--- config.mk ---
export PLATFORM = sky130hd
export DESIGN_NAME = lifo_stack_with_search_core
export DESIGN_NICKNAME = d
export VERILOG_FILES = /design/src/design/lsws_pkg.sv /design/src/design/lsws_store.sv /design/src/design/lsws_ctrl.sv /design/src/design/lifo_stack_with_search_core.sv
export VERILOG_INCLUDE_DIRS = /design/src /design/src/design
export SDC_FILE = /design/constraint.sdc
export NUM_CORES = 2
export LEC_CHECK = 0
export BUFFER_PORTS_ARGS = -buffer_cell sky130_fd_sc_hd__buf_2
export CORE_ASPECT_RATIO = 0.5
export CORE_UTILIZATION = 45
export DETAILED_ROUTE_END_ITERATION = 16
export PLACE_DENSITY = 0.7
export SETUP_SLACK_MARGIN = 0.5
export SYNTH_ARGS = -nofsm -noshare
export SYNTH_HDL_FRONTEND = slang
export SYNTH_HIERARCHICAL = 1
export SYNTH_SLANG_ARGS = --single-unit
--- constraint.sdc ---
create_clock -name clk -period 14 [get_ports clk]
set_input_delay 2.8 -clock clk [delete_from_list [all_inputs] [get_ports clk]]
set_output_delay 2.8 -clock clk [all_outputs]
set_load 0.02 [all_outputs]
--- src/design/assert_macros.svh ---
// Assertion macros for the stack-with-search design; lsws_ctrl is the file that uses them.
// Depends on nothing; the files that assert include it by name.
`ifndef ASSERT_MACROS_SVH
`define ASSERT_MACROS_SVH
`ifndef SYNTHESIS
`define LSWS_ASSERT(lbl, clk, rst_n, prop, msg) \
	lbl: assert property (@(posedge clk) disable iff (!rst_n) prop) else $error(msg);
`define LSWS_ASSERT_ALWAYS(lbl, clk, prop, msg) \
	lbl: assert property (@(posedge clk) prop) else $error(msg);
`else
`define LSWS_ASSERT(lbl, clk, rst_n, prop, msg)
`define LSWS_ASSERT_ALWAYS(lbl, clk, prop, msg)
`endif
`endif

--- src/design/lsws_pkg.sv ---
// Shared constants, codes and payload types for the stack-with-search block.
// Depends on nothing.
package lsws_pkg;

	localparam int DEPTH     = 64;
	localparam int WORD_BITS = 32;
	localparam int ADDR_BITS = $clog2(DEPTH);
	localparam int CNT_BITS  = $clog2(DEPTH + 1);
	localparam int CAP_BITS  = 7;
	localparam int CMP_BITS  = (CAP_BITS > CNT_BITS) ? CAP_BITS : CNT_BITS;

	localparam logic [CAP_BITS-1:0] CAP_RESET = CAP_BITS'(64);

	localparam logic [1:0] KIND_PUSH   = 2'd0;
	localparam logic [1:0] KIND_POP    = 2'd1;
	localparam logic [1:0] KIND_SEARCH = 2'd2;
	localparam logic [1:0] KIND_CLEAR  = 2'd3;

	localparam logic [1:0] ST_OK    = 2'd0;
	localparam logic [1:0] ST_FULL  = 2'd1;
	localparam logic [1:0] ST_EMPTY = 2'd2;
	localparam logic [1:0] ST_MISS  = 2'd3;

	typedef struct packed {
		logic [1:0]           kind;
		logic [WORD_BITS-1:0] value;
	} in_item_t;

	typedef struct packed {
		logic [1:0]           status;
		logic [WORD_BITS-1:0] popped_value;
		logic [CNT_BITS-1:0]  distance;
		logic [WORD_BITS-1:0] top_value;
		logic                 is_empty;
		logic [CNT_BITS-1:0]  count;
	} out_item_t;

	typedef struct packed {
		logic                 we;
		logic [ADDR_BITS-1:0] waddr;
		logic [WORD_BITS-1:0] wdata;
		logic                 re;
		logic [ADDR_BITS-1:0] raddr;
	} mem_req_t;

endpackage

--- src/design/lsws_store.sv ---
// Stack word memory: one write port, one read port, registered read data.
// Depends on lsws_pkg.
module lsws_store
	import lsws_pkg::*;
(
	input  logic                 clk,
	input  mem_req_t             req,
	output logic [WORD_BITS-1:0] rdata
);

	logic [WORD_BITS-1:0] mem [DEPTH];
	logic [WORD_BITS-1:0] rdata_q;

	always_ff @(posedge clk) begin
		if (req.we) begin
			mem[req.waddr] <= req.wdata;
		end
		if (req.re) begin
			rdata_q <= mem[req.raddr];
		end
	end

	assign rdata = rdata_q;

endmodule

--- src/design/lsws_ctrl.sv ---
// Stack sequencer: entry count, cached top word, pop refill and search walk.
// Depends on lsws_pkg and assert_macros.svh; its mem_req port is wired to lsws_store in the top level.
`include "assert_macros.svh"
module lsws_ctrl
	import lsws_pkg::*;
(
	input  logic                 clk,
	input  logic                 arst_n,
	input  logic                 in_valid,
	output logic                 in_stall,
	input  in_item_t             in_item,
	input  logic [CAP_BITS-1:0]  capacity,
	output logic                 res_valid,
	output out_item_t            res_item,
	input  logic                 res_ready,
	output mem_req_t             mem_req,
	input  logic [WORD_BITS-1:0] mem_rdata
);

	localparam logic [1:0] S_IDLE  = 2'd0;
	localparam logic [1:0] S_POPRD = 2'd1;
	localparam logic [1:0] S_SRCH  = 2'd2;

	logic [1:0]           state_q, state_n;
	logic [CNT_BITS-1:0]  cnt_q, cnt_n;
	logic [WORD_BITS-1:0] top_q, top_n;
	logic [WORD_BITS-1:0] hold_q, hold_n;
	logic [ADDR_BITS-1:0] idx_q, idx_n;
	logic [CNT_BITS-1:0]  dist_q, dist_n;

	logic                 accept;
	logic                 push_ok;
	logic [CMP_BITS-1:0]  cap_ext, depth_ext, eff_cap, cnt_ext;
	logic [CNT_BITS-1:0]  cnt_m2;
	logic                 hit;

	assign in_stall  = (state_q != S_IDLE) || !res_ready;
	assign accept    = in_valid && !in_stall;
	assign cap_ext   = CMP_BITS'(capacity);
	assign depth_ext = CMP_BITS'(DEPTH);
	assign eff_cap   = (cap_ext > depth_ext) ? depth_ext : cap_ext;
	assign cnt_ext   = CMP_BITS'(cnt_q);
	assign push_ok   = cnt_ext < eff_cap;
	assign cnt_m2    = cnt_q - CNT_BITS'(2);
	assign hit       = (mem_rdata == hold_q);

	always_comb begin
		state_n   = state_q;
		cnt_n     = cnt_q;
		top_n     = top_q;
		hold_n    = hold_q;
		idx_n     = idx_q;
		dist_n    = dist_q;
		res_valid = 1'b0;
		mem_req   = '0;
		res_item  = '0;
		res_item.status = ST_OK;
		unique case (state_q)
			S_IDLE: begin
				if (accept) begin
					res_valid = 1'b1;
					unique case (in_item.kind)
						KIND_PUSH: begin
							if (push_ok) begin
								mem_req.we    = 1'b1;
								mem_req.waddr = cnt_q[ADDR_BITS-1:0];
								mem_req.wdata = in_item.value;
								cnt_n         = cnt_q + CNT_BITS'(1);
								top_n         = in_item.value;
							end else begin
								res_item.status = ST_FULL;
							end
						end
						KIND_POP: begin
							if (cnt_q == '0) begin
								res_item.status = ST_EMPTY;
							end else if (cnt_q == CNT_BITS'(1)) begin
								res_item.popped_value = top_q;
								cnt_n                 = '0;
							end else begin
								res_valid     = 1'b0;
								mem_req.re    = 1'b1;
								mem_req.raddr = cnt_m2[ADDR_BITS-1:0];
								hold_n        = top_q;
								cnt_n         = cnt_q - CNT_BITS'(1);
								state_n       = S_POPRD;
							end
						end
						KIND_SEARCH: begin
							if (cnt_q == '0) begin
								res_item.status = ST_MISS;
							end else if (top_q == in_item.value) begin
								res_item.distance = CNT_BITS'(1);
							end else if (cnt_q == CNT_BITS'(1)) begin
								res_item.status = ST_MISS;
							end else begin
								res_valid     = 1'b0;
								mem_req.re    = 1'b1;
								mem_req.raddr = cnt_m2[ADDR_BITS-1:0];
								idx_n         = cnt_m2[ADDR_BITS-1:0];
								dist_n        = CNT_BITS'(2);
								hold_n        = in_item.value;
								state_n       = S_SRCH;
							end
						end
						KIND_CLEAR: begin
							cnt_n = '0;
						end
						default: begin
							cnt_n = cnt_q;
						end
					endcase
				end
			end
			S_POPRD: begin
				if (res_ready) begin
					res_valid             = 1'b1;
					res_item.popped_value = hold_q;
					top_n                 = mem_rdata;
					state_n               = S_IDLE;
				end
			end
			S_SRCH: begin
				if (hit || idx_q == '0) begin
					if (res_ready) begin
						res_valid         = 1'b1;
						res_item.status   = hit ? ST_OK : ST_MISS;
						res_item.distance = hit ? dist_q : '0;
						state_n           = S_IDLE;
					end
				end else begin
					mem_req.re    = 1'b1;
					mem_req.raddr = idx_q - ADDR_BITS'(1);
					idx_n         = idx_q - ADDR_BITS'(1);
					dist_n        = dist_q + CNT_BITS'(1);
				end
			end
			default: begin
				state_n = S_IDLE;
			end
		endcase
		res_item.count     = cnt_n;
		res_item.is_empty  = (cnt_n == '0);
		res_item.top_value = (cnt_n == '0) ? '0 : top_n;
	end

	always_ff @(posedge clk or negedge arst_n) begin
		if (!arst_n) begin
			state_q <= S_IDLE;
			cnt_q   <= '0;
		end else begin
			state_q <= state_n;
			cnt_q   <= cnt_n;
		end
	end

	always_ff @(posedge clk) begin
		top_q  <= top_n;
		hold_q <= hold_n;
		idx_q  <= idx_n;
		dist_q <= dist_n;
	end

	`LSWS_ASSERT(a_cnt_bound, clk, arst_n, cnt_q <= CNT_BITS'(DEPTH), "entry count above depth")
	`LSWS_ASSERT(a_wr_idle, clk, arst_n, mem_req.we |-> (state_q == S_IDLE && accept), "write outside an accepted push")
	`LSWS_ASSERT(a_srch_addr, clk, arst_n, (state_q == S_SRCH && mem_req.re) |-> (CNT_BITS'(mem_req.raddr) < cnt_q), "search read beyond stack top")
	`LSWS_ASSERT(a_poprd_done, clk, arst_n, (state_q == S_POPRD && res_ready) |=> (state_q == S_IDLE), "pop refill did not finish")
	`LSWS_ASSERT(a_res_ready, clk, arst_n, res_valid |-> res_ready, "result issued while output register full")

endmodule

--- src/design/lifo_stack_with_search_core.sv ---
// Top level of the bounded stack with search: capacity register, output register, wiring.
// Depends on lsws_pkg, lsws_store and lsws_ctrl.
// One operation per transfer: push, clear, pop of the last entry, a search on an empty or
// one-entry stack and a search matching the top word give their result in the cycle they
// are taken; a pop that leaves entries first reads the new top word back from the stack
// memory; any other search walks the entries below the top one at a time through the
// single read port of the stack memory. A new item is taken once the previous result has
// entered the output register and that register is free or being emptied. No clearing pass
// follows reset. The user must write capacity only while the block is idle; the block
// itself does not enforce it. Values above 64 act as 64, zero rejects every push.
module lifo_stack_with_search_core
	import lsws_pkg::*;
(
	input  logic                clk,
	input  logic                arst_n,
	input  logic                in_valid,
	output logic                in_stall,
	input  in_item_t            in_item,
	output logic                out_valid,
	input  logic                out_stall,
	output out_item_t           out_item,
	input  logic                cfg_valid,
	output logic                cfg_ready,
	input  logic [CAP_BITS-1:0] cfg_data
);

	logic [CAP_BITS-1:0]  capacity_q;
	logic                 out_valid_q;
	out_item_t            out_item_q;
	logic                 res_valid;
	logic                 res_ready;
	out_item_t            res_item;
	mem_req_t             mem_req;
	logic [WORD_BITS-1:0] mem_rdata;

	assign cfg_ready = 1'b1;
	assign res_ready = !out_valid_q || !out_stall;

	always_ff @(posedge clk or negedge arst_n) begin
		if (!arst_n) begin
			capacity_q  <= CAP_RESET;
			out_valid_q <= 1'b0;
		end else begin
			if (cfg_valid && cfg_ready) begin
				capacity_q <= cfg_data;
			end
			if (res_valid) begin
				out_valid_q <= 1'b1;
			end else if (!out_stall) begin
				out_valid_q <= 1'b0;
			end
		end
	end

	always_ff @(posedge clk) begin
		if (res_valid) begin
			out_item_q <= res_item;
		end
	end

	assign out_valid = out_valid_q;
	assign out_item  = out_item_q;

	lsws_store u_store (
		.clk   (clk),
		.req   (mem_req),
		.rdata (mem_rdata)
	);

	lsws_ctrl u_ctrl (
		.clk       (clk),
		.arst_n    (arst_n),
		.in_valid  (in_valid),
		.in_stall  (in_stall),
		.in_item   (in_item),
		.capacity  (capacity_q),
		.res_valid (res_valid),
		.res_item  (res_item),
		.res_ready (res_ready),
		.mem_req   (mem_req),
		.mem_rdata (mem_rdata)
	);

endmodule

==> results.md <==
- The run finished with clean final reports.
- The post-route antenna net violation count is 0.
- The utilization of the core after routing is 50.77%.
- The cell-internal power is 12950 uW.
- The detailed router used layers up to and including met5.
- Summing the sequential cell areas from Yosys gives 76.32% of the chip area.
- After clock tree synthesis, the repair step resized 0 gates.
- Across the whole layout, storage elements account for 67310 sq um.
- Measured along the y axis, the die boundary spans 315.0 microns.
- In this design, the critical path's most frequently occurring cell is buf_4.
- Setup violations remaining at the end of the flow were counted as 0.
- Yosys attributes the largest share of cell area to edfxtp_1 75%, mux4_2 11%, mux2i_1 2.2%, a22oi_1 1.1%, dfxtp_1 0.73%.
- The number of nets in the layout is 4524.
- TritonCTS created 196 clock buffers.
- In this run the clock root is driven by a clkbuf_16.
- For this run, the number of Yosys warnings is 6.
- The routed layout has 45900 vias.
- TritonCTS built the clock tree.
- The met2 wire length is 105400 microns.
- The via count of the first global-routing pass is 44510.
- Sequential cells burn 42.2% of the power.
- The first detailed-routing pass took 10 iterations.
- Clock tree synthesis found a total of 2255 sinks.
- The synthesized design devotes to its leading area cell type 75.11% of total area.
- The detailed-route wire length per cell is 32.31 microns.
- Among all flip-flop cells after synthesis, the most frequent one is edfxtp_1.
- For the final routed database, the setup TNS stands at 0 ns.
- After layout, the minimum clock period comes to 7.525 ns.
- Synthesis inferred 2255 register bits.
- At the worst endpoint, the arrival time is 8.08 ns.
- The signal on the critical path passes through buf_2, inv_1, ha_2, buf_4, inv_1, a21oi_1, o211ai_1, buf_4, o22ai_4, buf_4, or2_1, o22ai_1, o211ai_1, a311o_1, a21oi_1.
- The portion of total power attributed to combinational logic is 30.5%.
- The initial antenna violation count is 10.
- The total core area is 194000 sq um.
- The maximum level of the CTS H-tree is 4.
- The total overflow reported by the global router is 0.
- Compared with the post-synthesis result, the final layout area differs by 11.67%.
- The residual DRC count is 0.
- The synthesized design contains 2206 enable-type register cells.
- Summed over all nets, the switching power comes to 6381 uW.
- The path class of the tightest hold or removal check is flip-flop to flip-flop.
- Timing would allow up to 132.9 MHz.
- The transition time at the pin with the least slew margin is 1.437 ns.
- In this run switching power makes up 33.01% of total power.
- The average instance area after synthesis is 20.76 sq um.
- The final count of pins violating max slew came to 0.
- The top cell types in the final layout, fill and taps aside, are 2206 x edfxtp_1, 446 x mux4_2, 198 x clkbuf_16, 198 x mux2i_1.
- The kind of capture point of the worst setup path is a flip-flop.
- The layout has 14950 filler cells.
- The final count of hold timing violations came to 0.
- The overall power of the completed layout is 19330 uW.
- The cell accounting for the most synthesized area is edfxtp_1.
- The number of buffers inserted by post-CTS setup repair is 0.
- The library cell used most frequently in the layout, excluding fill and tap cells, is edfxtp_1.
- The area of the multi-input gates is 19890 sq um.
- Summing every instance area after synthesis gives 88200 sq um.
- Summed over all nets, the half-perimeter wirelength after detailed placement is 134400 microns.
- The highest-delay cell along the critical path is or2_1.
- The post-CTS clock slew at the launch and capture registers of the worst setup and hold paths is 0.06 ns.
- Of all flip-flops after synthesis, the portion carrying an async set or reset was 0.7539%.
- The worst path required time is 14.55 ns.
- The full die area is 197900 sq um.
- Between clock sinks in the finished design, the worst skew comes to 0.02845 ns.
- The final critical-path share of the clock period is 53.75%.
- Per report_power, the clock group accounts for 27.3% of the total.
- The later pin in the worst-skew pair is clocked with a latency of 0.84 ns.
- Wires add up to 233800 microns.
- The number of buffers between clock root and the deepest sink is 3.
- Summed over all nets, wire length on met3 after detailed routing comes to 32520 microns.
- The sort of element at the start of the critical path is an input port.
- Once the floorplan was initialized, standard cells occupied 45.47% of the core.
- Setup repair after global routing left no endpoint under its margin.
- In this run the tightest slew margin relative to its limit is 4.203%.
- The highest net fanout along the worst path is 37.
- The net count after synthesis is 4318.
- The power per standard cell area is 196.2 nW/um^2.
- Yosys mapped the design onto 72 distinct sky130hd cell types.
- The count of buffers inserted at the top-level ports is 128.
- Entering global routing, the biggest net connects 125 pins.
- After clock tree synthesis, the flow added hold-fix buffers numbering 0.
- The type of the worst setup path is input port to flip-flop.
- The congestion estimate from routability-driven global placement came to 0.8591.
- The fraction of layout instances using a drive strength above 1 is 24.68%.
- In the routed layout, each cell is associated on average with a via count of 6.344.
- The peak supply drop is 0.0001788 V.
- The global-route usage over all layers is 23.44%.
- The top-level I/O count is 130.
- Max-cap violations in this run came to 0.
- Synthesis produced a netlist whose cell count is 4248.
- The starting DRC count in detailed routing is 6571.
- The floorplan has 114 rows.
- The leakage power summed over all cells is 0.03093 uW.
- The first global-routing pass estimated 330200 microns of wire.
- After detailed routing, the wire length on met1 is 90130 microns.
- The peak per-stage delay on the critical path is 0.82 ns.
- The die extent in x is 628.1 microns.
## cells by family after synthesis
family,Yosys count,synth area share (%)
compound gates,502,4.148
flops,2255,76.32
buf+inv,297,1.898
mux,684,14.18
other cells,1,0.004252
simple gates,409,2.359
xor+xnor,76,0.7547
fa+ha+maj,24,0.3405
## worst max-delay path: cells and delay by family
kind / cells / cell delay, ns
fa+ha+maj: 1 / 0.17
compound gates: 7 / 2.39
simple gates: 1 / 0.82
buf+inv: 6 / 1.82
## sequential cells by signal, summed over array words and instances (netlist names)
name / count
u_ctrl/state_q: 2
u_store/mem: 2048
u_ctrl/cnt_ext: 7
u_ctrl/idx_q: 6
capacity_q: 7
u_ctrl/dist_q: 7
out_item: 81
u_ctrl/top_q: 32
out_valid: 1
u_ctrl/hold_q: 32
u_store/rdata: 32
## Yosys cell counts, types with 10 or more instances
master and number:
edfxtp_1 2206, mux4_2 446, mux2i_1 198, a22oi_1 128, nor2_1 115, clkbuf_1 108, a21oi_1 72, xnor2_1 71
nand2_1 70, nand3_1 55, buf_2 53, inv_1 51, o22ai_1 49, a22o_1 45, and2_1 45, buf_6 37
o21ai_0 35, mux2_2 33, a222oi_1 32, dfxtp_1 32, buf_4 29, ha_1 24, nand4_1 23, a211oi_1 22
a31oi_1 20, o221ai_1 19, nor2b_1 18, dfrtp_1 16, nor3_1 16, o211ai_1 14, a311o_1 12, and3_1 12
o22a_1 12, nand2b_1 11, a211o_1 10
## through the flow
step	hold slack [ns]	cells	setup WS, ns	cell area (sq um)
global placement	0.4838	6866	5.811	92310
CTS	0.5030	7229	6.659	98470
detailed placement	0.4885	6866	5.845	92310
global route	0.5335	7230	6.285	98480
finish	0.5051	7235	6.475	98490
floorplan	0.4736	4248	5.584	88200
## worst paths after layout
kind | startpoint | endpoint | slack [ns] | cells after the start
worst max-delay path | in_item[32] | u_store/rdata[24]$_DFFE_PP_ | 6.47 | 15
worst min-delay path | out_valid$_DFFE_PN0P_ | out_valid$_DFFE_PN0P_ | 0.51 | 1
worst max register to register | u_store/rdata[5]$_DFFE_PP_ | u_store/rdata[15]$_DFFE_PP_ | 7.81 | 12
worst min register to register | out_valid$_DFFE_PN0P_ | out_valid$_DFFE_PN0P_ | 0.51 | 1
max in group asynchronous | arst_n | capacity_q[6]$_DFFE_PN1P_ | 11.75 | 1
min in group asynchronous | arst_n | out_valid$_DFFE_PN0P_ | 1.91 | 1
## power by group through the flow
stage	Combinational [uW]	Clock [uW]	Sequential (uW)
floorplan	3870	0	8210
global placement	5700	0	8280
detailed placement	5750	0	8290
CTS	5780	5330	8150
global route	6130	5570	8170
finish	5890	5280	8160
## layout make-up
cell class / instances / area share, %
sequential: 2255 / 68.34
inverter: 52 / 0.1982
multi-input combinational: 1696 / 20.19
timing repair buffer: 253 / 1.679
clock inverter: 118 / 1.025
antenna: 6 / 0.01524
tap: 2610 / 3.316
clock buffer: 245 / 5.230
## per-layer routing
layer | vias to the layer above | global-route usage [%]
met5 | - | 0
met4 | 8 | 6.614
met3 | 350 | 7.252
met2 | 3088 | 35.32
met1 | 24300 | 33.19
li1 | 18150 | -
Note: power is estimated with default switching activity, not from simulation.
